[src/sbap_ram.sv]
module sbap_ram #(
    parameter int WIDTH = 64,
    parameter int DEPTH = 64
) (
    input  logic                     clk,
    input  logic                     we,
    input  logic [$clog2(DEPTH)-1:0] waddr,
    input  logic [WIDTH-1:0]         wdata,
    input  logic [$clog2(DEPTH)-1:0] raddr,
    output logic [WIDTH-1:0]         rdata
);

    logic [WIDTH-1:0] mem [DEPTH];

    always_ff @(posedge clk)
    begin
        if (we)
        begin
            mem[waddr] <= wdata;
        end
        rdata <= mem[raddr];
    end

endmodule

[config.mk]
export PLATFORM = sky130hd
export DESIGN_NAME = sbap_ram
export DESIGN_NICKNAME = d
export VERILOG_FILES = /design/src/sbap_ram.sv
export SDC_FILE = /design/constraint.sdc
export NUM_CORES = 2
export LEC_CHECK = 0
export ABC_AREA = 1
export BUFFER_PORTS_ARGS = -buffer_cell sky130_fd_sc_hd__buf_2
export CAP_MARGIN = 20
export CORE_ASPECT_RATIO = 0.6
export CORE_MARGIN = 3
export CORE_UTILIZATION = 44
export DETAILED_ROUTE_END_ITERATION = 8
export GPL_ROUTABILITY_DRIVEN = 1
export MAX_ROUTING_LAYER = met4
export RECOVER_POWER = 50
export SLEW_MARGIN = 15
export SYNTH_ARGS = -nofsm -noshare
export SYNTH_HDL_FRONTEND = slang
export SYNTH_SLANG_ARGS = --single-unit
[constraint.sdc]
create_clock -name clk -period 9.5 [get_ports clk]
set_input_delay 0.95 -clock clk [delete_from_list [all_inputs] [get_ports clk]]
set_output_delay 0.95 -clock clk [all_outputs]
set_load 0.005 [all_outputs]
==> qor.yml <==
status:
  violations: "capacitance limit, slew limit"
  status: "finished, violations left"
power:
  power_frac_seq_pct: 54.4
  p_leak_nw: 62.9
  p_clk_share_pct: 39.8
  cellPowerDensity_mw_per_mm2: 207
  power_mw: 37.6
  p_switching_mw: 8.62
  power_frac_comb_pct: 5.8
  p_int_mw: 29.0
  vdd_drop_max_v: 0.000159
  power_switching_share_pct: 22.9
die:
  io_pins: 142
  rows: 173
  start_util_pct: 44.4
  dieArea_mm2: 0.383
  design.core.area_mm2: 0.372
  dieHeight_um: 481
  die_x_um: 797
sta:
  min_period_ps: 4420
  rsz0062_at_grt: "false"
  worst_slack_ps: 5080
  max_freq_ghz: 0.226
  worst_slew_pin_slew_ps: 3030
  finalCritPeriodShare_pct: 46.6
  setup_viol_count_final: 0
  slew_headroom_pct: -102
  drv_slew: 3886
  hold_viol: 0
  fin_worst_skew_ps: 53.4
  finalSetupTns_ps: 0
finish:
  fillers: 32400
  final_layout_size_suffix_gt1_share_pct: 6.56
  final_nets: 13400
  fin_cells: 18600
  area_growth_pct: 10.1
synth:
  yosys-top-cells-count: "nand2_1 (4416), edfxtp_1 (4096), nand3_1 (3847), buf_2 (501), clkbuf_1 (147)"
  synth_nets: 13500
  synth_top_cell_area_share_pct: 74.4
  yosys.cell_count.top_type: "nand2_1"
  synth_top_area_cell: "edfxtp_1"
  synthArstFlopShare_pct: 0
  synth_flop_cell: "edfxtp_1"
  ys_types: 16
  synth_edf_count: 4096
  netlist_area_mm2: 0.165
  ys_warn_count: 0
  yosys-top-cells-area: "edfxtp_1 (74%), nand3_1 (12%), nand2_1 (10%)"
  synth-seq-area-share_pct: 75.2
  syn_avg_cell_area_um2: 12.3
  ys_ff_latch: 4160
  synthCells: 13400
drt:
  top_layer: "met4"
  avgViaCountPerCell: 5.90
  route.met2.wl_um: 231000
  wl_per_cell_um: 29.4
  drt_iter0_drc: 17800
  wl_met3_um: 70300
  num_vias: 110000
  drc: 0
  wl_um: 548000
  drt_pass1_iterations: 8
  final_antenna_net_count: 0
  met1_length_um: 232000
clock_tree:
  cts_buffers: 369
  cts_htree_levels: 5
  insertion_delay_ps: 970
  clk_pin_slew_ps: 70
  postCtsSetupBuffers: 0
  cts_root_buf: "clkbuf_16"
  tritoncts: "yes"
  postCtsResizedCells: 0
  ctsHoldBuffers: 0
  clk_path_buf_depth: 4
  numClockSinks: 4160
setup_path:
  r2r-start: "mem[40][56]$_DFFE_PP_"
  crit_fanout: 32
  cp.required_ps: 10050
  ff2ff_path_depth: 8
  crit_path_end_kind: "register"
  critPathLaunchType: "input pin"
  crit_type: "in2reg"
  r2r-end: "rdata[56]$_DFF_P_"
  cp.arrival_ps: 4970
  r2r_setup_slack_ps: 7890
grt:
  grt_use_total_pct: 28.7
  grt_pass1_vias: 98600
  antenna_found_initial: 54
  grt_pass1_wl_um: 769000
  grt_start_max_net_pins: 194
  grt_overflow_total: 0
placement:
  gp_congestion: 0.809
  io_buffers: 141
  dp.final_hpwl_um: 268000
  pre_cts_ws_ps: 4640
  dp.cells: 17900
job:
  drv_cap: 69
hold_path:
  hold_depth: 3
  hold_end: "rdata[54]$_DFF_P_"
  hold_path_class: "in2reg"
  hp-start: "raddr[5]"
-- worst max path at each step --
stage                     slack, ps      from                     to  depth (start not counted)
final                          5080  waddr[3]  mem[53][35]$_DFFE_PP_                          6
after global routing           5100  waddr[3]  mem[53][35]$_DFFE_PP_                          6
after CTS                      5640  raddr[0]      rdata[54]$_DFF_P_                         12
after detailed placement       4640  raddr[0]      rdata[54]$_DFF_P_                         12
after global placement         4650  raddr[0]      rdata[54]$_DFF_P_                         12
after floorplan                1270        we   mem[48][0]$_DFFE_PP_                          3
-- stage by stage --
step | area (µm²) | hold slack (ps) | util, %
floorplan | 165000 | 721 | -
global placement | 170000 | 773 | 45.7
detailed placement | 170000 | 770 | 45.8
CTS | 182000 | 380 | 48.9
global route | 182000 | 426 | 48.9
finish | 182000 | 436 | 48.9
-- cells in the final DEF (no fill, tap or decap), types with 11 or more instances in the layout --
master	instances
clkinvlp_4	19
buf_4	207
clkbuf_1	185
nand2_1	4416
diode_2	41
clkinv_2	55
clkbuf_8	11
clkinv_1	66
nor2_4	50
dfxtp_1	64
inv_6	12
edfxtp_1	4096
clkbuf_16	375
buf_12	32
bufinv_16	28
nand3_1	3847
buf_2	77
-- power by group through the flow --
stage	clock network [mW]	registers (mW)	logic [mW]
floorplan	0	20.7	1.25
global placement	0	20.8	2.13
detailed placement	0	20.8	2.15
CTS	15.1	20.4	2.15
global route	15.8	20.4	2.36
finish	15.0	20.4	2.17
-- layout make-up --
type / count / area (µm²) / area share [%]
antenna: 41 / 103 / 0.0564
clock buffer: 479 / 9880 / 5.43
clock inverter: 185 / 1710 / 0.940
inverter: 12 / 105 / 0.0578
multi-input combinational: 8336 / 36600 / 20.1
sequential: 4160 / 124000 / 68.3
tap: 4987 / 6240 / 3.43
timing repair buffer: 416 / 3080 / 1.69
-- kinds of logic after synthesis --
kind of cell	share of synthesized area, %
flip-flops	75.2
buffers and inverters	2.95
AND/OR/NAND/NOR	21.9
-- registers in the layout (all words and copies together) (netlist names) --
name and count:
rdata 64, mem 4096
-- worst max-delay path: stages --
cell      delay [ps]
clkbuf_1         130
inv_1            130
nand4_1          420
nor4_1           430
clkbuf_1        1890
buf_4            930
-- per-layer routing --
metal,vias up,global-route usage [%]
li1,47700,-
met4,0,7.44
met1,54500,43.1
met3,895,6.26
met2,6841,39.5
met5,-,-
Note: power is estimated with default switching activity, not from simulation.
