[config.mk]
export PLATFORM = sky130hd
export DESIGN_NAME = sbap_cfg
export DESIGN_NICKNAME = d
export VERILOG_FILES = /design/src/sbap_pkg.sv /design/src/sbap_cfg.sv
export SDC_FILE = /design/constraint.sdc
export NUM_CORES = 1
export LEC_CHECK = 0
export ABC_AREA = 1
export BUFFER_PORTS_ARGS = -buffer_cell sky130_fd_sc_hd__buf_4
export CORE_MARGIN = 2
export CORE_UTILIZATION = 44
export CTS_BUF_LIST = sky130_fd_sc_hd__clkbuf_4 sky130_fd_sc_hd__clkbuf_8
export CTS_CLUSTER_DIAMETER = 150
export DETAILED_ROUTE_END_ITERATION = 10
export HOLD_SLACK_MARGIN = 0.05
export PLACE_DENSITY_LB_ADDON = 0.3
export RECOVER_POWER = 25
export SLEW_MARGIN = 10
export SYNTH_ARGS = -nofsm -noshare
export SYNTH_HDL_FRONTEND = slang
export SYNTH_SLANG_ARGS = --single-unit
[constraint.sdc]
create_clock -name clk -period 1 [get_ports clk]
set_input_delay 0.15 -clock clk [delete_from_list [all_inputs] [get_ports clk]]
set_output_delay 0.15 -clock clk [all_outputs]
set_load 0.01 [all_outputs]
[src/sbap_pkg.sv]
package sbap_pkg;

    localparam int IMG_WIDTH  = 64;
    localparam int IMG_HEIGHT = 64;
    localparam int MAX_RUNS   = 32;

    localparam int CFG_W  = 7;
    localparam int X_W    = $clog2(IMG_WIDTH);
    localparam int XC_W   = $clog2(IMG_WIDTH + 1);
    localparam int Y_W    = $clog2(IMG_HEIGHT);
    localparam int YC_W   = $clog2(IMG_HEIGHT + 1);
    localparam int RUN_IW = (MAX_RUNS > 1) ? $clog2(MAX_RUNS) : 1;
    localparam int RUN_CW = $clog2(MAX_RUNS + 1);
    localparam int CCNT_W = (XC_W > CFG_W) ? XC_W : CFG_W;
    localparam int RCNT_W = (YC_W > CFG_W) ? YC_W : CFG_W;

    localparam int PADDR_W = 4;
    localparam int PDATA_W = 32;

    localparam logic [1:0] REG_COL_START = 2'd0;
    localparam logic [1:0] REG_COL_END   = 2'd1;
    localparam logic [1:0] REG_ROW_START = 2'd2;
    localparam logic [1:0] REG_ROW_END   = 2'd3;

    typedef struct packed {
        logic [CFG_W-1:0] col_start;
        logic [CFG_W-1:0] col_end;
        logic [CFG_W-1:0] row_start;
        logic [CFG_W-1:0] row_end;
    } cfg_t;

    typedef struct packed {
        logic [5:0] rect_x;
        logic [5:0] rect_y;
        logic [6:0] rect_width;
        logic [6:0] rect_height;
        logic       found;
        logic       last_rect;
        logic       overflow;
    } result_t;

endpackage

[src/sbap_cfg.sv]
module sbap_cfg (
    input  logic                          clk,
    input  logic                          rst_n,
    input  logic                          psel,
    input  logic                          penable,
    input  logic                          pwrite,
    input  logic [sbap_pkg::PADDR_W-1:0]  paddr,
    input  logic [sbap_pkg::PDATA_W-1:0]  pwdata,
    output logic [sbap_pkg::PDATA_W-1:0]  prdata,
    output logic                          pready,
    output sbap_pkg::cfg_t                cfg
);

    sbap_pkg::cfg_t cfg_reg;
    logic           wr_en;

    assign pready = 1'b1;
    assign wr_en  = psel && penable && pwrite;
    assign cfg    = cfg_reg;

    always_ff @(posedge clk or negedge rst_n)
    begin
        if (!rst_n)
        begin
            cfg_reg.col_start <= sbap_pkg::CFG_W'(0);
            cfg_reg.col_end   <= sbap_pkg::CFG_W'(64);
            cfg_reg.row_start <= sbap_pkg::CFG_W'(0);
            cfg_reg.row_end   <= sbap_pkg::CFG_W'(64);
        end
        else if (wr_en)
        begin
            unique case (paddr[3:2])
                sbap_pkg::REG_COL_START: cfg_reg.col_start <= pwdata[sbap_pkg::CFG_W-1:0];
                sbap_pkg::REG_COL_END:   cfg_reg.col_end   <= pwdata[sbap_pkg::CFG_W-1:0];
                sbap_pkg::REG_ROW_START: cfg_reg.row_start <= pwdata[sbap_pkg::CFG_W-1:0];
                sbap_pkg::REG_ROW_END:   cfg_reg.row_end   <= pwdata[sbap_pkg::CFG_W-1:0];
                default: ;
            endcase
        end
    end

    always_comb
    begin
        prdata = '0;
        unique case (paddr[3:2])
            sbap_pkg::REG_COL_START: prdata = sbap_pkg::PDATA_W'(cfg_reg.col_start);
            sbap_pkg::REG_COL_END:   prdata = sbap_pkg::PDATA_W'(cfg_reg.col_end);
            sbap_pkg::REG_ROW_START: prdata = sbap_pkg::PDATA_W'(cfg_reg.row_start);
            sbap_pkg::REG_ROW_END:   prdata = sbap_pkg::PDATA_W'(cfg_reg.row_end);
            default:                 prdata = '0;
        endcase
    end

endmodule

==> impl_metrics.toml, run 1 <==
[status]
status = "complete, but fails checks"
violations = "setup timing"

[worst_hold_path]
hp-class = "primary input to flip-flop"

[drt]
routed_via_density = 4.639
drt-initial-drc-count = 58
ant_nets = 0
dr.pass1.iters = 4
wl_per_cell_um = 13.25
num_vias = 1554
drt-total-wl_um = 4440
drc = 0

[clocking]
clockBufferDepth = 2
clkSlewWorstSetupHoldPaths_ns = 0.10
cts_sinks = 28
cts_tree = "built"
htreeDepth = 1
cts_buffers = 3
clock_latency_ns = 0.27
root_buffer = "clkbuf_8"

[critical_path]
critPathSlowestCell = "dfstp_2"
crit_family = "flip-flops"
required_ns = 0.85
critPathMaxFanout = 2
critPathLaunchType = "flip-flop"
path_buf_inv = 1
max_stage_delay_ns = 0.55
critical_path_class = "flip-flop to output pin"
arrival_ns = 1.09
cp-end-kind = "output pin"
path_cells = "nand3_2 > nand4_1 > buf_4"

[layout]
layout.nets = 329
multi_input_area_um2 = 778.2
n_antenna_cell = 0
fin_util_pct = 68.80
stdcell_area_um2 = 2500
seqCellArea_um2 = 703.2
area_growth_pct = 51.82
drive_gt1_share_pct = 40.42
largest_reg_flops = 28
fillerInstances = 333

[synthesis]
syn_inst = 201
syn-mean-instance-area_um2 = 8.192
synth_area_um2 = 1647
yosysWarnings = 0
ys_types = 18
ys_ff_latch = 28
synth-seq-area-share_pct = 42.71

[timing]
period_share_pct = 123.6
hold_ws_ns = 0.1063
final-hold-violation-count = 0
period_needed_ns = 1.236
worst_slew_pin_slew_ns = 0.6258
drv_slew = 0
clock.fmax_ghz = 0.8093
relSlewSlack_pct = 58.28
finalClockSkew_ns = 0
worst_slack_ns = -0.2356
rsz0062_at_grt = "true"
finalSetupViolCount = 33

[place]
dp_hpwl_um = 3047
placed_area_um2 = 1999
io_buffer_count = 48
place_congestion = 0.7847

[die]
core_um2 = 3633
fp.dieW_um = 65.18
num_rows = 22
io_pins = 102
fp.dieArea_um2 = 4248
start_util_pct = 45.32
die_h_um = 65.18

[global_route]
track_usage_pct = 21.32
antenna_found_initial = 0
grt_pass1_vias = 1515
grt-ovfl-total = 0
grt_first_pass_wirelength_um = 6948
grt_max_degree = 29

[power]
powerDensity_nw_per_um2 = 1674
leakage_nw = 1.381
ir_drop_mv = 1.002

[flow_run]
drv_cap = 0
==> final timing paths <==
kind	startpoint	endpoint	slack [ns]	cells after the start
max reg2reg	cfg[21]	cfg[21]	0.11	4
min	pwdata[6]	cfg[20]	0.11	3
max in group asynchronous	rst_n	cfg[3]	0.18	2
max	cfg[6]	prdata[6]	-0.24	3
min reg2reg	cfg[27]	cfg[27]	0.54	2
min in group asynchronous	rst_n	cfg[0]	0.41	2
==> synth_stat cells <==
cell type,instances,share of area [%]
nand4_1,7,2.7
nand3_4,1,1.1
nand2_4,6,4.1
conb_1,2,0.46
inv_8,1,0.68
inv_6,1,0.53
nor2_8,1,1.2
dfstp_2,2,3.2
inv_1,1,0.23
nand2_1,91,21
buf_6,2,1.4
nor2_4,5,3.4
inv_2,3,0.68
dfrtp_1,26,40
buf_4,27,12
nand3_1,21,6.4
buf_2,1,0.30
nand2_2,3,1.1
==> cells by family after synthesis <==
group	count (synthesis)	share of synthesized area (%)
AND/OR/NAND/NOR	135	40.73
buffers and inverters	36	16.11
flip-flops	28	42.70
other	2	0.4561
==> layer usage <==
layer | vias up | track usage (%) | wire (µm)
li1 | 753 | - | -
met4 | 0 | 4.688 | 48
met2 | 68 | 39.92 | 2358
met3 | 6 | 3.253 | 328
met5 | - | 0 | 0
met1 | 727 | 25.67 | 1704
==> final cells by class <==
| class | count | area share, % |
|---|---|---|
| Clock buffer | 4 | 2.202 |
| Inverter | 6 | 1.401 |
| Multi-Input combinational cell | 161 | 31.13 |
| Sequential cell | 28 | 28.13 |
| Tap cell | 48 | 2.402 |
| Timing Repair Buffer | 88 | 34.73 |
==> power by group <==
group | total (mW) | internal, mW | switching (mW)
Sequential | 1.57 | 1.38 | 0.194
Clock | 0.699 | 0.352 | 0.347
Combinational | 1.92 | 1.12 | 0.793
==> tightest hold or removal path, delay by kind of cell <==
family                 cells  cell delay (ns)
AND/OR/NAND/NOR            2             0.10
buffers and inverters      1             0.13
==> timing repair <==
item                                    4_1_cts  5_1_grt
hold buffers                                  1        0
buffers inserted                             26        9
cloned                                        0        0
endpoints found under the hold margin        26        0
pin swaps                                    13        8
gates resized for setup                      32       26
endpoints found under the setup margin       13       35
==> layout by cell type (no fill, tap or decap) <==
cell type / instances
buf_12: 1
nand3_2: 2
inv_6: 1
clkbuf_8: 4
nand4_1: 7
nand2_4: 6
buf_4: 33
buf_2: 1
nand3_4: 1
dfrtp_1: 26
inv_1: 1
dfstp_2: 2
inv_2: 3
nand3_1: 19
nor2_8: 1
buf_6: 52
nand2_2: 3
dlygate4sd3_1: 1
nor2_4: 5
nand2_1: 91
inv_8: 1
conb_1: 26
==> metrics by stage <==
stage | setup TNS (ns) | total power, mW | cells | setup slack, ns
3_5_place_dp | -0.04157 | 2.763 | 299 | -0.02476
4_1_cts | -3.374 | 3.976 | 330 | -0.2425
2_1_floorplan | 0 | 2.164 | 225 | 0.09458
6_report | -3.193 | 4.185 | 335 | -0.2356
3_3_place_gp | -0.09216 | 2.737 | 299 | -0.03041
5_1_grt | -4.297 | 4.406 | 335 | -0.2866
No activity file was read; power rests on OpenSTA's default activity.
==> run 2, diff against run 1 <==
--- a/config.mk
+++ b/config.mk
@@ -7,6 +7,7 @@
 export LEC_CHECK = 0
 export ABC_AREA = 1
 export BUFFER_PORTS_ARGS = -buffer_cell sky130_fd_sc_hd__buf_4
+export CORE_ASPECT_RATIO = 1.25
 export CORE_MARGIN = 2
 export CORE_UTILIZATION = 44
 export CTS_BUF_LIST = sky130_fd_sc_hd__clkbuf_4 sky130_fd_sc_hd__clkbuf_8
==> run 2 against run 1 <==
Effect of this change:
- the run ends with DRC, setup timing left
- clock-buffer cell count unchanged
- via count increased by 0.32%
- register-to-register slack got worse by 0.09 ns
- largest power group unchanged
==> impl_metrics.toml, run 2 (synthesis results as in run 1) <==
[critical_path]
critPathLaunchType = "flip-flop"
reg2reg_depth = 5
rrSetupSlack_ns = 0.02
arrival_ns = 1.13
critPathSlowestCell = "dfstp_2"
required_ns = 0.85
path_cells = "nand3_2 > nand4_1 > buf_4"
critical_path_class = "flip-flop to output pin"
max_stage_delay_ns = 0.56
cp-end-kind = "output pin"
critPathMaxFanout = 2

[layout]
n_antenna_cell = 0
area_growth_pct = 51.29
mostFrequentLayoutCells = "91 x nand2_1, 52 x buf_6, 32 x buf_4"
layout.nets = 328
largest_reg_flops = 28
drive_gt1_share_pct = 40.91
final_common_cell = "nand2_1"
stdcell_area_um2 = 2491

[global_route]
use_met1_pct = 28.95
met2_usage_pct = 39.70
track_usage_pct = 22.85
grt-ovfl-total = 0
grt_busiest_layer = "met2"
grt_first_pass_wirelength_um = 7334
grt_max_degree = 29
met3_usage_pct = 2.852
antenna_found_initial = 0
grt_pass1_vias = 1568

[die]
core_um2 = 3543
die_h_um = 72.40
fp.dieW_um = 58.72
fp.dieArea_um2 = 4251
io_pins = 102
num_rows = 24
start_util_pct = 46.47

[flow_run]
drv_cap = 0

[worst_hold_path]
holdPathStages = 3
hp-class = "primary input to flip-flop"

[power]
power.switching_mw = 1.358
p_int_mw = 2.859
clock_power_share_pct = 16.9
pwr-share-comb_pct = 45.7
swShare_pct = 32.20
powerDensity_nw_per_um2 = 1693
finalPower_mw = 4.217
leakage_nw = 1.378
p_seq_share_pct = 37.4
ir_drop_mv = 0.9613

[timing]
finalSetupViolCount = 33
clock.fmax_ghz = 0.7841
finalClockSkew_ns = 0
relSlewSlack_pct = 56.82
period_needed_ns = 1.275
period_share_pct = 127.5
final-hold-violation-count = 0
worst_slack_ns = -0.2754
rsz0062_at_grt = "true"
worst_slew_pin_slew_ns = 0.6477
drv_slew = 0

[drt]
ant_nets = 0
drt-total-wl_um = 4553
dr.pass1.iters = 7
drt-initial-drc-count = 54
routed_via_density = 4.797
wl_per_cell_um = 14.01
num_vias = 1559
drc = 6

[place]
dp_hpwl_um = 3027
placed_area_um2 = 1981
dp_slack_ns = 0.007615
place_congestion = 0.8125
io_buffer_count = 48

[clocking]
cts_tree = "built"
cts_buffers = 3
cts_sinks = 28
clkSlewWorstSetupHoldPaths_ns = 0.10
clock_latency_ns = 0.28
htreeDepth = 1
clockBufferDepth = 2
root_buffer = "clkbuf_8"

[status]
violations = "DRC, setup timing"
status = "complete, but fails checks"
-- run 2: changes by cell type in the layout (fill, tap and decap cells not counted) --
cell / before / now
nand3_1: 19 / 17
nand3_2: 2 / 4
buf_4: 33 / 32
-- run 2: final timing paths --
path / from / end
setup / recovery: cfg[20] / prdata[6]
hold / removal: pwdata[6] / cfg[6]
setup reg to reg: cfg[25] / cfg[25]
hold reg to reg: cfg[13] / cfg[13]
max in group asynchronous: rst_n / cfg[10]
min in group asynchronous: rst_n / cfg[1]
-- run 2: routing by layer --
layer / share of wire, % / wire, µm
met1: 39 / 1798
met2: 51 / 2332
met3: 6.8 / 311
met4: 2.4 / 110
met5: 0 / 0
-- run 2: critical path: cells and delay by family, from the launching register on --
| family | cells | cell delay (ns) |
|---|---|---|
| flops | 1 | 0.56 |
| simple gates | 2 | 0.16 |
| buf+inv | 1 | 0.13 |
-- run 2: final cells by class --
| type | count | area (µm²) |
|---|---|---|
| clock buffer | 4 | 55.05 |
| tap | 39 | 48.80 |
| sequential | 28 | 703.2 |
| fill | 291 | 1052 |
| timing repair buffer | 87 | 860.8 |
| inverter | 6 | 35.03 |
| multi-input combinational | 161 | 788.3 |
-- run 2: through the flow --
step	cells	utilization, %	setup TNS, ns	hold slack [ns]
after CTS	321	68.82	-3.314	0.1058
after detailed placement	289	55.90	0	0.09061
after floorplan	225	-	0	-0.1456
after global placement	289	55.90	0	0.08708
final	325	70.30	-3.531	0.1001
after global routing	325	70.30	-4.763	0.1019
-- run 2: timing repair --
action	CTS	global route
endpoints found under the setup margin	20	35
pin swaps	16	12
buffers inserted	27	10
hold buffers	1	0
resized for setup	50	12
endpoints found under the hold margin	26	0
-- run 2: power by group through the flow --
stage	clock network [mW]	logic [mW]	registers [mW]
4_1_cts	0.711	1.85	1.56
5_1_grt	0.783	2.10	1.60
2_1_floorplan	0	0.495	1.67
3_5_place_dp	0	1.17	1.61
3_3_place_gp	0	1.14	1.62
6_report	0.714	1.93	1.58
==> run 3, diff against run 2 <==
==> constraint.sdc (replaced) <==
create_clock -name clk -period 1 [get_ports clk]
set_input_delay 0.1 -clock clk [delete_from_list [all_inputs] [get_ports clk]]
set_output_delay 0.1 -clock clk [all_outputs]
set_load 0.01 [all_outputs]
==> run 3 against run 2 <==
Effect of this change:
- the run still ends with DRC, setup timing left
- critical path depth stayed put
- core utilization decreased by 2.0 points
- worst hold slack worse by 0.043 ns
- combinational power down 3%
- flip-flop and latch count stayed put
- register-to-register slack better by 0.08 ns
- global-route usage decreased by 0.93 points
- wire length fell by 0.31%
- sequential power about the same
- critical path type unchanged
- critical endpoint unchanged
- largest power group unchanged
==> impl_metrics.toml, run 3 (synthesis results as in run 1) <==
[critical_path]
max_stage_delay_ns = 0.57
path_cells = "nand3_2 > nand4_1 > buf_4"
cp-end-kind = "output pin"
critical_path_class = "flip-flop to output pin"
critPathSlowestCell = "dfstp_2"
required_ns = 0.90
arrival_ns = 1.12
critPathLaunchType = "flip-flop"
critPathMaxFanout = 2

[drt]
dr.pass1.iters = 7
drc = 6
ant_nets = 0
num_vias = 1541
wl_per_cell_um = 14.23
drt-initial-drc-count = 53
routed_via_density = 4.831
drt-total-wl_um = 4539

[power]
power.switching_mw = 1.340
p_int_mw = 2.814
swShare_pct = 32.26
finalPower_mw = 4.154
leakage_nw = 1.341
powerDensity_nw_per_um2 = 1716
pwr-share-comb_pct = 45.1
ir_drop_mv = 1.146
p_seq_share_pct = 37.9
clock_power_share_pct = 17.0

[layout]
n_antenna_cell = 0
layout.cells.non_filler = 319
stdcell_area_um2 = 2421
fillerInstances = 313
drive_gt1_share_pct = 39.29
mostFrequentLayoutCells = "91 x nand2_1, 50 x buf_6, 29 x buf_4"
final_common_cell = "nand2_1"
area_growth_pct = 47.04
layout.nets = 322
largest_reg_flops = 28

[timing]
period_needed_ns = 1.217
rsz0062_at_grt = "true"
period_share_pct = 121.6
worst_slack_ns = -0.2165
finalClockSkew_ns = 0
worst_slew_pin_slew_ns = 0.7175
finalSetupTns_ns = -1.773
clock.fmax_ghz = 0.8220
final-hold-violation-count = 0
drv_slew = 0
relSlewSlack_pct = 52.17
finalSetupViolCount = 32

[global_route]
grt-ovfl-total = 0
antenna_found_initial = 0
track_usage_pct = 21.92
grt_first_pass_wirelength_um = 6989
grt_max_degree = 29
grt_pass1_vias = 1499

[place]
io_buffer_count = 48
placed_cells = 283
dp_hpwl_um = 2932
placed_area_um2 = 1923
place_congestion = 0.8252

[die]
io_pins = 102
die_h_um = 72.40
fp.dieArea_um2 = 4251
start_util_pct = 46.47
core_um2 = 3543
fp.dieW_um = 58.72
num_rows = 24

[clocking]
cts_tree = "built"
cts_buffers = 3
cts_sinks = 28
clockBufferDepth = 2
htreeDepth = 1
root_buffer = "clkbuf_8"
clkSlewWorstSetupHoldPaths_ns = 0.09
clock_latency_ns = 0.28

[status]
violations = "DRC, setup timing"
status = "complete, but fails checks"

[flow_run]
drv_cap = 0

[worst_hold_path]
hp-class = "primary input to flip-flop"
## run 3: cell count changes in the layout (fill, tap and decap cells not counted)
cell      delta
nand3_2      -1
nand3_1      +1
buf_4        -3
buf_2        -1
buf_12       -1
buf_6        -2
clkbuf_2     +1
## run 3: worst max-delay path: cells and delay by family, from the launching register on
family,cells,cell delay [ns]
simple gates,2,0.16
buf+inv,1,0.12
flops,1,0.57
## run 3: timing repair
item,4_1_cts,5_1_grt
gates resized for setup,35,25
hold buffers,1,0
endpoints found under the setup margin,9,33
buffers inserted,27,11
pin swaps,14,9
endpoints found under the hold margin,28,0
## run 3: layout make-up
cell class / instances / area (µm²) / area share (%)
Inverter: 6 / 35.03 / 1.447
Timing Repair Buffer: 81 / 795.8 / 32.87
Tap cell: 39 / 48.80 / 2.016
Clock buffer: 4 / 55.05 / 2.274
Multi-Input combinational cell: 161 / 783.3 / 32.35
Sequential cell: 28 / 703.2 / 29.04
## run 3: per-stage QoR
stage	worst slack, ns	hold WS [ns]	util, %
6_report	-0.2165	0.05722	68.33
5_1_grt	-0.2742	0.05404	68.33
4_1_cts	-0.2247	0.05677	65.57
3_5_place_dp	0.06215	0.03790	54.27
3_3_place_gp	0.06413	0.03565	54.27
2_1_floorplan	0.1446	-0.1956	-
## run 3: final timing paths
| check | depth (start not counted) | slack, ns | end | start |
|---|---|---|---|---|
| worst max-delay path | 3 | -0.22 | prdata[6] | cfg[20] |
| worst min-delay path | 3 | 0.06 | cfg[20] | pwdata[6] |
| worst max register to register | 4 | 0.10 | cfg[20] | cfg[20] |
| worst min register to register | 2 | 0.53 | cfg[27] | cfg[27] |
| max in group asynchronous | 2 | 0.15 | cfg[13] | rst_n |
| min in group asynchronous | 2 | 0.40 | cfg[1] | rst_n |
## run 3: per-layer routing
layer | GRT usage (%) | routed length [µm]
met1 | 26.74 | 1740
met2 | 38.45 | 2368
met3 | 3.030 | 310
met4 | 8.838 | 119
met5 | 0 | 0
## run 3: power by group through the flow
stage          combinational, mW  clock (mW)  sequential (mW)
2_1_floorplan              0.495           0             1.67
3_3_place_gp                1.09           0             1.62
3_5_place_dp                1.11           0             1.62
4_1_cts                     1.72       0.715             1.55
5_1_grt                     2.02       0.774             1.59
6_report                    1.87       0.706             1.57
