**config.mk**
```make
export PLATFORM = sky130hd
export DESIGN_NAME = sbap_seq
export DESIGN_NICKNAME = d
export VERILOG_FILES = /design/src/sbap_pkg.sv /design/src/sbap_seq.sv
export SDC_FILE = /design/constraint.sdc
export NUM_CORES = 1
export LEC_CHECK = 0
export BUFFER_PORTS_ARGS = -buffer_cell sky130_fd_sc_hd__buf_2
export CORE_MARGIN = 5
export CORE_UTILIZATION = 55
export CTS_CLUSTER_DIAMETER = 40
export DETAILED_ROUTE_END_ITERATION = 7
export HOLD_SLACK_MARGIN = 0.08
export PLACE_DENSITY = 0.76
export SYNTH_ARGS = -nofsm -noshare
export SYNTH_HDL_FRONTEND = slang
export SYNTH_SLANG_ARGS = --single-unit
```
**constraint.sdc**
```tcl
create_clock -name clk -period 11.3 [get_ports clk]
set_clock_uncertainty 0.1 [all_clocks]
set_input_delay 1.695 -clock clk [delete_from_list [all_inputs] [get_ports clk]]
set_output_delay 1.695 -clock clk [all_outputs]
set_load 0.01 [all_outputs]
```
**src/sbap_pkg.sv**
```systemverilog
package sbap_pkg;

    localparam int IMG_WIDTH  = 64;
    localparam int IMG_HEIGHT = 64;
    localparam int MAX_RUNS   = 32;

    localparam int CFG_W  = 7;
    localparam int X_W    = $clog2(IMG_WIDTH);
    localparam int XC_W   = $clog2(IMG_WIDTH + 1);
    localparam int Y_W    = $clog2(IMG_HEIGHT);
    localparam int YC_W   = $clog2(IMG_HEIGHT + 1);
    localparam int RUN_IW = (MAX_RUNS > 1) ? $clog2(MAX_RUNS) : 1;
    localparam int RUN_CW = $clog2(MAX_RUNS + 1);
    localparam int CCNT_W = (XC_W > CFG_W) ? XC_W : CFG_W;
    localparam int RCNT_W = (YC_W > CFG_W) ? YC_W : CFG_W;

    localparam int PADDR_W = 4;
    localparam int PDATA_W = 32;

    localparam logic [1:0] REG_COL_START = 2'd0;
    localparam logic [1:0] REG_COL_END   = 2'd1;
    localparam logic [1:0] REG_ROW_START = 2'd2;
    localparam logic [1:0] REG_ROW_END   = 2'd3;

    typedef struct packed {
        logic [CFG_W-1:0] col_start;
        logic [CFG_W-1:0] col_end;
        logic [CFG_W-1:0] row_start;
        logic [CFG_W-1:0] row_end;
    } cfg_t;

    typedef struct packed {
        logic [5:0] rect_x;
        logic [5:0] rect_y;
        logic [6:0] rect_width;
        logic [6:0] rect_height;
        logic       found;
        logic       last_rect;
        logic       overflow;
    } result_t;

endpackage

```
**src/sbap_seq.sv**
```systemverilog
module sbap_seq (
    input  logic                             clk,
    input  logic                             rst_n,
    input  sbap_pkg::cfg_t                   cfg,
    input  logic                             in_valid,
    input  logic [7:0]                       alpha,
    output logic                             in_stall,
    output logic                             ram_we,
    output logic [sbap_pkg::Y_W-1:0]         ram_waddr,
    output logic [sbap_pkg::IMG_WIDTH-1:0]   ram_wdata,
    output logic [sbap_pkg::Y_W-1:0]         ram_raddr,
    input  logic [sbap_pkg::IMG_WIDTH-1:0]   ram_rdata,
    input  logic                             out_free,
    output logic                             emit,
    output sbap_pkg::result_t                res
);

    localparam int X_W    = sbap_pkg::X_W;
    localparam int XC_W   = sbap_pkg::XC_W;
    localparam int Y_W    = sbap_pkg::Y_W;
    localparam int YC_W   = sbap_pkg::YC_W;
    localparam int RUN_IW = sbap_pkg::RUN_IW;
    localparam int RUN_CW = sbap_pkg::RUN_CW;
    localparam int CCNT_W = sbap_pkg::CCNT_W;
    localparam int RCNT_W = sbap_pkg::RCNT_W;
    localparam int IW     = sbap_pkg::IMG_WIDTH;

    localparam logic [2:0] S_LOAD    = 3'd0;
    localparam logic [2:0] S_COLACC  = 3'd1;
    localparam logic [2:0] S_COLSCAN = 3'd2;
    localparam logic [2:0] S_MASK    = 3'd3;
    localparam logic [2:0] S_ROWSCAN = 3'd4;
    localparam logic [2:0] S_EMIT    = 3'd5;
    localparam logic [2:0] S_EMPTY   = 3'd6;

    logic [2:0]        state_reg,   state_next;
    logic [X_W-1:0]    col_reg,     col_next;
    logic [Y_W-1:0]    row_reg,     row_next;
    logic [IW-1:0]     rowbuf_reg,  rowbuf_next;
    logic [RCNT_W-1:0] h_reg,       h_next;
    logic              pend_reg,    pend_next;
    logic [Y_W-1:0]    hd_reg,      hd_next;
    logic [IW-1:0]     colany_reg,  colany_next;
    logic [CCNT_W-1:0] c_reg,       c_next;
    logic              open_reg,    open_next;
    logic [X_W-1:0]    left_reg,    left_next;
    logic              over_reg,    over_next;
    logic [RUN_CW-1:0] rcount_reg,  rcount_next;
    logic [RUN_CW-1:0] k_reg,       k_next;
    logic [IW-1:0]     mask_reg,    mask_next;
    logic              seen_reg,    seen_next;
    logic [Y_W-1:0]    y_reg,       y_next;
    logic [YC_W-1:0]   height_reg,  height_next;

    logic [X_W-1:0]    run_left_reg  [sbap_pkg::MAX_RUNS];
    logic [XC_W-1:0]   run_width_reg [sbap_pkg::MAX_RUNS];

    logic [XC_W-1:0]   cend;
    logic [YC_W-1:0]   rend;
    logic              accept;
    logic              occ;
    logic              col_last;
    logic              row_last;
    logic              issue;
    logic              col_in_range;
    logic              col_hit;
    logic              row_hit;
    logic              seen_eff;
    logic [Y_W-1:0]    y_eff;
    logic              run_wr;
    logic [X_W-1:0]    cur_left;
    logic [XC_W-1:0]   cur_width;
    logic [XC_W:0]     cur_right;
    logic              last_run;
    logic [IW-1:0]     mask_calc;

    // End bounds past the image are clamped to its edge.
    assign cend = (32'(cfg.col_end) > sbap_pkg::IMG_WIDTH)
                  ? XC_W'(sbap_pkg::IMG_WIDTH) : XC_W'(cfg.col_end);
    assign rend = (32'(cfg.row_end) > sbap_pkg::IMG_HEIGHT)
                  ? YC_W'(sbap_pkg::IMG_HEIGHT) : YC_W'(cfg.row_end);

    assign in_stall = (state_reg != S_LOAD);
    assign accept   = in_valid && (state_reg == S_LOAD);
    assign occ      = (alpha != 8'd0);
    assign col_last = (col_reg == X_W'(sbap_pkg::IMG_WIDTH - 1));
    assign row_last = (row_reg == Y_W'(sbap_pkg::IMG_HEIGHT - 1));

    always_comb
    begin
        ram_wdata          = rowbuf_reg;
        ram_wdata[col_reg] = occ;
    end

    assign ram_we    = accept && col_last;
    assign ram_waddr = row_reg;
    assign ram_raddr = h_reg[Y_W-1:0];

    assign issue        = (h_reg < RCNT_W'(rend));
    assign col_in_range = (c_reg < CCNT_W'(cend));
    assign col_hit      = colany_reg[c_reg[X_W-1:0]];

    assign cur_left  = run_left_reg[k_reg[RUN_IW-1:0]];
    assign cur_width = run_width_reg[k_reg[RUN_IW-1:0]];
    assign cur_right = (XC_W + 1)'(cur_left) + (XC_W + 1)'(cur_width);
    assign last_run  = (RUN_CW'(k_reg + 1'b1) == rcount_reg);

    // Column mask of the current run: bits left up to left+width-1.
    always_comb
    begin
        for (int i = 0; i < IW; i++)
        begin
            mask_calc[i] = ((XC_W + 1)'(i) >= (XC_W + 1)'(cur_left)) &&
                           ((XC_W + 1)'(i) < cur_right);
        end
    end

    assign row_hit  = |(ram_rdata & mask_reg);
    assign seen_eff = seen_reg || row_hit;
    assign y_eff    = (seen_reg || !row_hit) ? y_reg : hd_reg;

    always_comb
    begin
        state_next  = state_reg;
        col_next    = col_reg;
        row_next    = row_reg;
        rowbuf_next = rowbuf_reg;
        h_next      = h_reg;
        pend_next   = pend_reg;
        hd_next     = hd_reg;
        colany_next = colany_reg;
        c_next      = c_reg;
        open_next   = open_reg;
        left_next   = left_reg;
        over_next   = over_reg;
        rcount_next = rcount_reg;
        k_next      = k_reg;
        mask_next   = mask_reg;
        seen_next   = seen_reg;
        y_next      = y_reg;
        height_next = height_reg;
        run_wr      = 1'b0;
        emit        = 1'b0;

        unique case (state_reg)
            S_LOAD:
            begin
                if (accept)
                begin
                    rowbuf_next = ram_wdata;
                    if (col_last)
                    begin
                        col_next = '0;
                        row_next = row_last ? '0 : Y_W'(row_reg + 1'b1);
                    end
                    else
                    begin
                        col_next = X_W'(col_reg + 1'b1);
                    end
                    if (col_last && row_last)
                    begin
                        state_next  = S_COLACC;
                        h_next      = '0;
                        pend_next   = 1'b0;
                        colany_next = '0;
                        c_next      = CCNT_W'(cfg.col_start);
                        open_next   = 1'b0;
                        over_next   = 1'b0;
                        rcount_next = '0;
                    end
                end
            end

            // One row word per cycle is ORed into the column occupancy vector.
            S_COLACC:
            begin
                pend_next = issue;
                if (issue)
                begin
                    h_next = RCNT_W'(h_reg + 1'b1);
                end
                if (pend_reg)
                begin
                    colany_next = colany_reg | ram_rdata;
                end
                if (!issue && !pend_reg)
                begin
                    state_next = S_COLSCAN;
                end
            end

            S_COLSCAN:
            begin
                if (col_in_range)
                begin
                    c_next = CCNT_W'(c_reg + 1'b1);
                    if (col_hit && !open_reg)
                    begin
                        left_next = c_reg[X_W-1:0];
                        open_next = 1'b1;
                    end
                    else if (!col_hit && open_reg)
                    begin
                        if (rcount_reg < RUN_CW'(sbap_pkg::MAX_RUNS))
                        begin
                            run_wr      = 1'b1;
                            rcount_next = RUN_CW'(rcount_reg + 1'b1);
                        end
                        else
                        begin
                            over_next = 1'b1;
                        end
                        open_next = 1'b0;
                    end
                end
                else if (rcount_reg == '0)
                begin
                    state_next = S_EMPTY;
                end
                else
                begin
                    k_next     = '0;
                    state_next = S_MASK;
                end
            end

            S_MASK:
            begin
                mask_next   = mask_calc;
                h_next      = RCNT_W'(cfg.row_start);
                pend_next   = 1'b0;
                seen_next   = 1'b0;
                y_next      = '0;
                height_next = '0;
                state_next  = S_ROWSCAN;
            end

            // Reads run one row ahead; a read in flight when the run closes is dropped.
            S_ROWSCAN:
            begin
                pend_next = issue;
                if (issue)
                begin
                    h_next  = RCNT_W'(h_reg + 1'b1);
                    hd_next = h_reg[Y_W-1:0];
                end
                if (pend_reg)
                begin
                    seen_next = seen_eff;
                    y_next    = y_eff;
                    if (seen_eff && !row_hit)
                    begin
                        height_next = YC_W'(hd_reg) - YC_W'(y_eff);
                        state_next  = S_EMIT;
                    end
                    else if (seen_eff && (hd_reg == Y_W'(sbap_pkg::IMG_HEIGHT - 1)))
                    begin
                        height_next = YC_W'(YC_W'(hd_reg) - YC_W'(y_eff) + 1'b1);
                        state_next  = S_EMIT;
                    end
                end
                if (!issue && !pend_reg)
                begin
                    state_next = S_EMIT;
                end
            end

            S_EMIT:
            begin
                if (out_free)
                begin
                    emit       = 1'b1;
                    k_next     = RUN_CW'(k_reg + 1'b1);
                    state_next = last_run ? S_LOAD : S_MASK;
                end
            end

            S_EMPTY:
            begin
                if (out_free)
                begin
                    emit       = 1'b1;
                    state_next = S_LOAD;
                end
            end

            default:
            begin
                state_next = S_LOAD;
            end
        endcase
    end

    always_comb
    begin
        res = '0;
        if (state_reg == S_EMPTY)
        begin
            res.last_rect = 1'b1;
        end
        else
        begin
            res.rect_x      = 6'(cur_left);
            res.rect_y      = 6'(y_reg);
            res.rect_width  = 7'(cur_width);
            res.rect_height = 7'(height_reg);
            res.found       = 1'b1;
            res.last_rect   = last_run;
            res.overflow    = over_reg;
        end
    end

    always_ff @(posedge clk or negedge rst_n)
    begin
        if (!rst_n)
        begin
            state_reg  <= S_LOAD;
            col_reg    <= '0;
            row_reg    <= '0;
            h_reg      <= '0;
            pend_reg   <= 1'b0;
            c_reg      <= '0;
            open_reg   <= 1'b0;
            over_reg   <= 1'b0;
            rcount_reg <= '0;
            k_reg      <= '0;
            seen_reg   <= 1'b0;
        end
        else
        begin
            state_reg  <= state_next;
            col_reg    <= col_next;
            row_reg    <= row_next;
            h_reg      <= h_next;
            pend_reg   <= pend_next;
            c_reg      <= c_next;
            open_reg   <= open_next;
            over_reg   <= over_next;
            rcount_reg <= rcount_next;
            k_reg      <= k_next;
            seen_reg   <= seen_next;
        end
    end

    always_ff @(posedge clk)
    begin
        rowbuf_reg <= rowbuf_next;
        hd_reg     <= hd_next;
        colany_reg <= colany_next;
        left_reg   <= left_next;
        mask_reg   <= mask_next;
        y_reg      <= y_next;
        height_reg <= height_next;
        if (run_wr)
        begin
            run_left_reg[rcount_reg[RUN_IW-1:0]]  <= left_reg;
            run_width_reg[rcount_reg[RUN_IW-1:0]] <= XC_W'(c_reg) - XC_W'(left_reg);
        end
    end

endmodule

```
==> metrics.cfg, run 1 <==
[power]
comb_power_share=0.393
seqPwrFrac=0.358
vdd_ir_drop_max_uv=256
p_leak_uw=0.0121
powerDensity_nw_per_um2=310
clkPwrFrac=0.249
switchingPower_uw=4210
intPower_uw=6690
power_switching_share=0.386

[synth]
synth_top_area_share=0.621
synth_cell_types=92
synthArstFlopShare=0.0664
synth_area_leaders=edfxtp_1, mux4_2, nor2_1
syn_nets=2242
synthCells=2093
syn_avg_cell_area_um2=14.6
synth-seq-cells=678
synth_top_area_cell=edfxtp_1
ys.flop_type=edfxtp_1
yosysSeqAreaShare=0.658
netlist_area_um2=30600
synth-edff-count=633
yosys_warnings=0

[setup_path]
setup.worst_path.start=k_reg[0]
end_kind=flop
r2r_setup_slack_ns=4.30
reg2reg_from=k_reg[0]
criticalPathCategory=flop to flop
startpoint_type=flop
cp.arrival_ns=7.20
required_ns=11.51
crit_fanout=43

[cts]
ctsHtreeMaxLevel=3
cts_tree=yes
clk_latency_ns=0.64
clock_sinks=678
clk_pin_slew_ns=0.06
cts_resized=0
clock-root-buffer=clkbuf_16
cts_setup_buffers=0
cts_buffers=85
postCtsHoldBufs=0
ctsLongestPathBuffers=3

[placed_design]
dpl.hpwl_mm=52.4
io_buffers=211
gp_congestion=0.921

[timing]
post-route-period-util=0.619
timing.setup.tns_ns=0
holdWs_ns=0.416
layout_min_cycle_time_ns=7.00
fmax_ghz=0.143
setup_violations=0
rsz0062_at_grt=false
tightestPinTransition_ns=1.29
hold_viol=0
maxSlewViolCount=0
slew-limit-headroom=0.137

[floorplan]
initial_core_util=0.556
fp.dieW_um=246
dieArea_um2=60500
rows=86
io_pins=212
dieHeight_um=246
core_area_um2=55100

[global_routing]
grt_pass1_wl_mm=121
antenna_found_initial=5
grt_pass1_vias=19500
grt_usage=0.262
grt_max_degree=70
grt.overflow.total=0

[final_layout]
fin_nets=2462
largest_reg_flops=224
syn2layout_area_growth_pct=14.9
drive_gt1_frac=0.242

[routing]
detail-route-antenna-nets=0
vias=19700
viasPerCell=6.28
finalWirelength_mm=80.0
wl_per_cell_um=25.5
drt_iter0_drc=2177
drcViolationCount=0
dr.pass1.iters=5

[flow_run]
drv_cap=0

[hold_path]
hp-start=k_reg[5]
hold_path_class=flop to flop

[run_status]
status=complete, no violations

cells in the mapped netlist, drive strengths merged, types with 8 or more instances:
master	instances
a211oi	19
nand4	9
xnor2	23
a22oi	41
and3	16
a22o	21
clkbuf	54
mux2	13
nor3	30
mux4	106
buf	59
xor2	13
nor2	313
and2	33
nor3b	8
inv	36
a21oi	119
nand3	42
dfrtp	45
nand2b	12
a221oi	36
edfxtp	633
a31oi	34
a21o	12
ha	42
o21ai	50
nand3b	9
nand2	105
mux2i	71
stage by stage:
step | power [uW] | worst slack (ns) | cell area [um^2] | util | std cells
2_1_floorplan | 6900 | 1.48 | 30600 | - | 2093
3_3_place_gp | 8050 | 4.54 | 32300 | 0.586 | 2974
3_5_place_dp | 8130 | 4.36 | 32300 | 0.586 | 2974
4_1_cts | 10900 | 4.33 | 35200 | 0.638 | 3127
5_1_grt | 11400 | 3.82 | 35200 | 0.639 | 3132
6_report | 10900 | 4.30 | 35200 | 0.639 | 3132
power groups by stage:
stage	clock network [uW]	logic [uW]	registers (uW)
after CTS	2740	4210	3900
after global placement	0	4120	3930
after detailed placement	0	4180	3950
after floorplan	0	3110	3790
final	2710	4280	3910
after global routing	2870	4620	3950
per-layer routing:
layer	track usage	routed length, um	vias up
met2	0.434	39700	1140
met5	0	0	-
met3	0.0508	7290	183
met1	0.348	30200	9787
met4	0.0980	2840	0
li1	-	-	8573
cell usage in the layout, fill, tap and decap left out, types with 9 or more instances in the layout:
cell,n
ha_1,42
mux2_2,13
buf_2,211
clkbuf_16,87
a31oi_1,34
o21ai_0,46
xor2_1,10
dfrtp_1,43
nor3_1,27
clkbuf_1,12
mux4_2,94
a21oi_1,119
a22oi_1,41
a211oi_1,16
bufinv_16,9
nand2b_1,11
xnor2_1,21
and2_1,30
mux2i_1,71
mux4_1,12
buf_4,36
clkinvlp_4,9
clkinv_4,11
and3_1,14
a221oi_1,28
edfxtp_1,633
a22o_1,21
nand3_1,40
nor2_2,22
nand2_1,100
nor2_1,287
inv_1,31
a21o_1,12
worst max-delay path, cell delays in order (launching register included):
cell and delay, ns:
dfrtp_4 0.92, buf_4 0.75, mux4_1 0.67, a22o_1 0.28
a221oi_1 0.26, and3_1 0.56, inv_2 0.24, ha_1 0.44
a21o_1 0.21, a21oi_1 0.29, nor2b_1 0.09, o21ai_1 0.27
mux2_2 0.37, nor2_1 0.96, a22oi_1 0.22
cell families after synthesis:
| family | share of synthesized area |
|---|---|
| flops | 0.658 |
| simple gates | 0.0942 |
| compound gates | 0.0842 |
| mux | 0.107 |
| buf+inv | 0.0269 |
| fa+ha+maj | 0.0191 |
| xor+xnor | 0.0103 |
area by class of cell:
type	instances	area (um^2)
clock buffer	101	2250
multi-input combinational	1262	9760
tap	748	936
timing repair buffer	247	1330
clock inverter	52	603
antenna	5	12.5
fill	3889	19900
sequential	678	20100
inverter	39	154
worst paths after layout:
path                       depth (start not counted)           end
min                                                1      k_reg[5]
min reg2reg                                        1      k_reg[5]
max in group asynchronous                          1      k_reg[1]
max                                               14  mask_reg[52]
max reg2reg                                       14  mask_reg[52]
min in group asynchronous                          1  ram_waddr[2]
Note: power is estimated with default switching activity, not from simulation.
==> run 2: changes to the inputs <==
clock period = 6 ns   (was 11.3 ns; I/O delays follow)
==> metrics.cfg, run 2 (synthesized netlist as in run 1, its figures left out) <==
[run_status]
status=complete, no violations

[global_routing]
antenna_found_initial=2  ; -3
grt_pass1_wl_mm=122  ; +0.98%
use_met2=0.434  ; about the same
grtUsageMet3=0.0417  ; -0.00902
grt_usage=0.264  ; +0.00231
grt.overflow.total=0  ; unchanged
grt_pass1_vias=19900  ; +2.1%
grt_max_degree=68  ; -2.9%
use_met1=0.356  ; +0.00788
globalRoute.busiestLayer=met2

[floorplan]
io_pins=212  ; unchanged
fp.dieW_um=246  ; unchanged
rows=86  ; unchanged
dieArea_um2=60500  ; unchanged
dieHeight_um=246  ; unchanged
core_area_um2=55100  ; unchanged
initial_core_util=0.556  ; unchanged

[cts]
cts_resized=0  ; unchanged
cts_buffers=91  ; +7.1%
clock_sinks=678  ; unchanged
postCtsHoldBufs=0  ; unchanged
cts_tree=yes
clock-root-buffer=clkbuf_16
clk_pin_slew_ns=0.06  ; about the same
ctsLongestPathBuffers=3  ; unchanged
ctsHtreeMaxLevel=3  ; unchanged
clk_latency_ns=0.64  ; about the same
cts_setup_buffers=0  ; unchanged

[power]
vdd_ir_drop_max_uv=573  ; +120%
powerDensity_nw_per_um2=593  ; +91%
p_leak_uw=0.0125  ; +3.1%
power_switching_share=0.384  ; -0.00260
seqPwrFrac=0.348  ; -0.010
switchingPower_uw=8140  ; +93%
comb_power_share=0.394  ; about the same
clkPwrFrac=0.257  ; +0.008
intPower_uw=13100  ; +95%

[hold_path]
hold_path_class=input pin to asynchronous set/reset pin

[setup_path]
crit_fanout=32  ; -26%
crit_chain=buf_4 -> mux4_2 -> mux4_2 -> mux2_2 -> ha_1 -> fa_1 -> a21o_1 -> a21oi_1 -> a41oi_1 -> or3_1 -> nor2_4 -> a211oi_1
end_kind=flop
path_buf_inv=1  ; -1
criticalPathCategory=flop to flop
crit_slowest_cell=dfrtp_4
required_ns=6.26  ; -5.25 ns
cp_common_cell=mux4_2
crit_family=multiplexers
cp.arrival_ns=5.67  ; -1.53 ns
startpoint_type=flop
cpPeakStageDelay_ns=0.79  ; -0.17 ns

[placed_design]
gp_congestion=0.895  ; -2.9%
io_buffers=211  ; unchanged
dp.cells=3020  ; +1.5%
dpl.hpwl_mm=54.1  ; +3.3%

[timing]
slew-limit-headroom=0.177  ; +0.0396
post-route-period-util=0.903  ; +0.284
layout_min_cycle_time_ns=5.42  ; -1.58 ns
maxSlewViolCount=0  ; unchanged
rsz0062_at_grt=false
hold_viol=0  ; unchanged
setup_violations=0  ; unchanged
fmax_ghz=0.185  ; +29%
tightestPinTransition_ns=1.23  ; -0.0640 ns
timing.setup.tns_ns=0  ; unchanged

[routing]
detail-route-antenna-nets=0  ; unchanged
vias=20000  ; +1.7%
viasPerCell=6.28  ; about the same
wl_per_cell_um=25.3  ; -0.84%
drcViolationCount=0  ; unchanged
finalWirelength_mm=80.8  ; +0.97%
drt_iter0_drc=2227  ; +2.3%
dr.pass1.iters=6  ; +1

[final_layout]
layoutNonFillerInstCount=3189  ; +1.8%
register_area_um2=20100  ; unchanged
syn2layout_area_growth_pct=16.8
final_cell_mix=edfxtp_1, nor2_1, buf_2, a21oi_1, nand2_1
multi_input_area_um2=9710  ; -0.47%
fin_nets=2514  ; +2.1%
layout_commonest_cell=edfxtp_1
drive_gt1_frac=0.252  ; +0.0101
largest_reg_flops=224  ; unchanged
nFillCells=3895  ; +0.15%

[flow_run]
drv_cap=0  ; unchanged

run 2: worst paths after layout:
check | from | to | slack, ns | cells past startpoint
worst min-delay path | rst_n | ram_waddr[3] | 0.29 | 2
worst max-delay path | k_reg[0] | mask_reg[0] | 0.58 | 12
min in group clk | k_reg[5] | k_reg[5] | 0.40 | 1
max in group asynchronous | rst_n | k_reg[0] | 4.99 | 2
worst min register to register | k_reg[5] | k_reg[5] | 0.40 | 1
worst max register to register | k_reg[0] | mask_reg[0] | 0.58 | 12
run 2: metal layers:
metal  wire length (um)  vias up
met1              30700     9924
met5                  0        -
met3               7030      226
met4               3610        0
met2              39400     1174
li1                   -     8702
run 2: stage by stage:
stage | hold slack [ns] | util | area, um^2 | power, uW | setup slack [ns]
final | 0.293 | 0.649 | 35700 | 21200 | 0.581
after global routing | 0.328 | 0.649 | 35700 | 22200 | 0.186
after CTS | 0.301 | 0.649 | 35700 | 21200 | 0.541
after detailed placement | 0.393 | 0.592 | 32600 | 15700 | 0.598
after global placement | 0.381 | 0.592 | 32600 | 15500 | 0.664
after floorplan | 0.348 | - | 30600 | 13000 | 0.158
run 2: area by class of cell:
cell class,count,share of cell area
well taps,748,0.0262
flip-flops and latches,678,0.563
diodes,3,0.000210
inverters,39,0.00431
repair buffers,293,0.0475
clock inverters,64,0.0206
multi-input cells,1262,0.272
clock buffers,102,0.0661
run 2: power groups by stage:
| stage | clock network (uW) | logic (uW) | registers (uW) |
|---|---|---|---|
| 2_1_floorplan | 0 | 5850 | 7120 |
| 3_3_place_gp | 0 | 8030 | 7450 |
| 3_5_place_dp | 0 | 8210 | 7480 |
| 4_1_cts | 5530 | 8280 | 7390 |
| 5_1_grt | 5750 | 9000 | 7470 |
| 6_report | 5460 | 8360 | 7390 |
run 2: worst register-to-register path: stages, from the launching register on:
cell and delay [ns]:
dfrtp_4 0.79, buf_4 0.45, mux4_2 0.55, mux4_2 0.47
mux2_2 0.31, ha_1 0.24, fa_1 0.45, a21o_1 0.19
a21oi_1 0.27, a41oi_1 0.17, or3_1 0.60, nor2_4 0.42
a211oi_1 0.15
==> run 3: changes to the inputs <==
CELL_PAD_IN_SITES_DETAIL_PLACEMENT = 0   (was unset)
CELL_PAD_IN_SITES_GLOBAL_PLACEMENT = 2   (was unset)
CORE_UTILIZATION = 40   (was 55)
SETUP_SLACK_MARGIN = 0.2   (was unset)
==> metrics.cfg, run 3 (synthesized netlist as in run 1, its figures left out) <==
[run_status]
status=complete, no violations

[final_layout]
final_cell_mix=edfxtp_1, nor2_1, buf_2, a21oi_1, clkbuf_16
drive_gt1_frac=0.264  ; +0.0122
largest_reg_flops=224  ; unchanged
fin_nets=2540  ; +1.0%
register_area_um2=20100  ; unchanged
multi_input_area_um2=9710  ; about the same
syn2layout_area_growth_pct=20.0
nFillCells=6598  ; +69%
layout_commonest_cell=edfxtp_1

[floorplan]
dieArea_um2=82200  ; +36%
dieHeight_um=287  ; +17%
rows=101  ; +17%
initial_core_util=0.403  ; -0.153
core_area_um2=75900  ; +38%
io_pins=212  ; unchanged
fp.dieW_um=287  ; +17%

[cts]
ctsHtreeMaxLevel=3  ; unchanged
clock-root-buffer=clkbuf_16
cts_tree=yes
cts_buffers=108  ; +19%
postCtsHoldBufs=0  ; unchanged
clock_sinks=678  ; unchanged
ctsLongestPathBuffers=3  ; unchanged
clk_latency_ns=0.67  ; +0.03 ns
cts_setup_buffers=0  ; unchanged
cts_resized=0  ; unchanged
clk_pin_slew_ns=0.06  ; about the same

[placed_design]
io_buffers=211  ; unchanged
gp_congestion=0.883  ; -1.3%
dpl.hpwl_mm=58.1  ; +7.2%
dpl_worst_slack_ns=0.536  ; -0.0618 ns

[routing]
detail-route-antenna-nets=0  ; unchanged
vias=19400  ; -3.3%
wl_per_cell_um=24.4  ; -3.5%
viasPerCell=5.51  ; -12%
drcViolationCount=0  ; unchanged
drt_iter0_drc=1811  ; -19%
finalWirelength_mm=85.9  ; +6.4%
dr.pass1.iters=6  ; unchanged

[global_routing]
grt.overflow.total=0  ; unchanged
grt_max_degree=72  ; +5.9%
grt_pass1_vias=19200  ; -3.5%
grt_pass1_wl_mm=127  ; +4.3%
antenna_found_initial=3  ; +1
grt_usage=0.204  ; -0.0597

[timing]
setup_ws_ns=0.543  ; -0.0384 ns
rsz0062_at_grt=false
post-route-period-util=0.910  ; +0.00640
slew-limit-headroom=0.146  ; -0.0303
fmax_ghz=0.183  ; -0.70%
maxSlewViolCount=0  ; unchanged
timing.setup.tns_ns=0  ; unchanged
tightestPinTransition_ns=1.28  ; +0.0549 ns
layout_min_cycle_time_ns=5.46  ; +0.0384 ns
setup_violations=0  ; unchanged
hold_viol=0  ; unchanged

[power]
powerDensity_nw_per_um2=600  ; +1.2%
vdd_ir_drop_max_uv=442  ; -23%
p_leak_uw=0.0128  ; +2.5%

[flow_run]
drv_cap=0  ; unchanged

[setup_path]
end_kind=flop
startpoint_type=flop
required_ns=6.27  ; about the same
criticalPathCategory=flop to flop
cp.arrival_ns=5.73  ; +0.06 ns
crit_fanout=29  ; -9.4%

[hold_path]
hold_path_class=input pin to asynchronous set/reset pin

## run 3: final timing paths
kind / startpoint / end / slack, ns / cells past startpoint
max: k_reg[0] / mask_reg[9] / 0.54 / 12
min: rst_n / ram_waddr[4] / 0.27 / 2
max reg2reg: k_reg[0] / mask_reg[9] / 0.54 / 12
min reg2reg: over_reg / over_reg / 0.40 / 2
max in group asynchronous: rst_n / k_reg[1] / 5.00 / 2
min in group clk: over_reg / over_reg / 0.40 / 2
## run 3: cell type report
class | instances | share of cell area
Antenna cell | 2 | 0.000136
Clock buffer | 122 | 0.0759
Clock inverter | 81 | 0.0232
Inverter | 39 | 0.00419
Multi-Input combinational cell | 1262 | 0.265
Sequential cell | 678 | 0.549
Tap cell | 1030 | 0.0351
Timing Repair Buffer | 302 | 0.0484
## run 3: worst max-delay path, cell delays in order (launching register included)
cell and delay [ns]:
dfrtp_4 0.67, buf_4 0.50, mux4_2 0.57, mux4_2 0.46
mux2_2 0.30, ha_1 0.23, fa_1 0.44, a21o_1 0.19
a21oi_1 0.26, a41oi_1 0.16, or3_2 0.66, nor2_4 0.39
a221oi_1 0.16
## run 3: routing by layer
metal / up-vias / GRT usage / share of wire
met5: - / 0 / 0
met4: 0 / 0.0590 / 0.026
met3: 132 / 0.0396 / 0.063
met2: 685 / 0.333 / 0.49
met1: 9811 / 0.281 / 0.43
li1: 8745 / - / -
## run 3: power breakdown
group          switching, uW  internal (uW)  total [uW]
Sequential               558           6770        7320
Clock                   2370           3750        6120
Combinational           5640           2960        8600
Total                   8570          13500       22000
## run 3: through the flow
step,cell area (um^2),hold slack [ns],utilization,power [uW],cells
CTS,36700,0.255,0.483,22100,3514
finish,36700,0.268,0.483,22000,3516
floorplan,30600,0.348,-,13000,2093
detailed placement,33100,0.391,0.435,15900,3311
global route,36700,0.301,0.483,23100,3515
global placement,33100,0.380,0.435,15800,3311
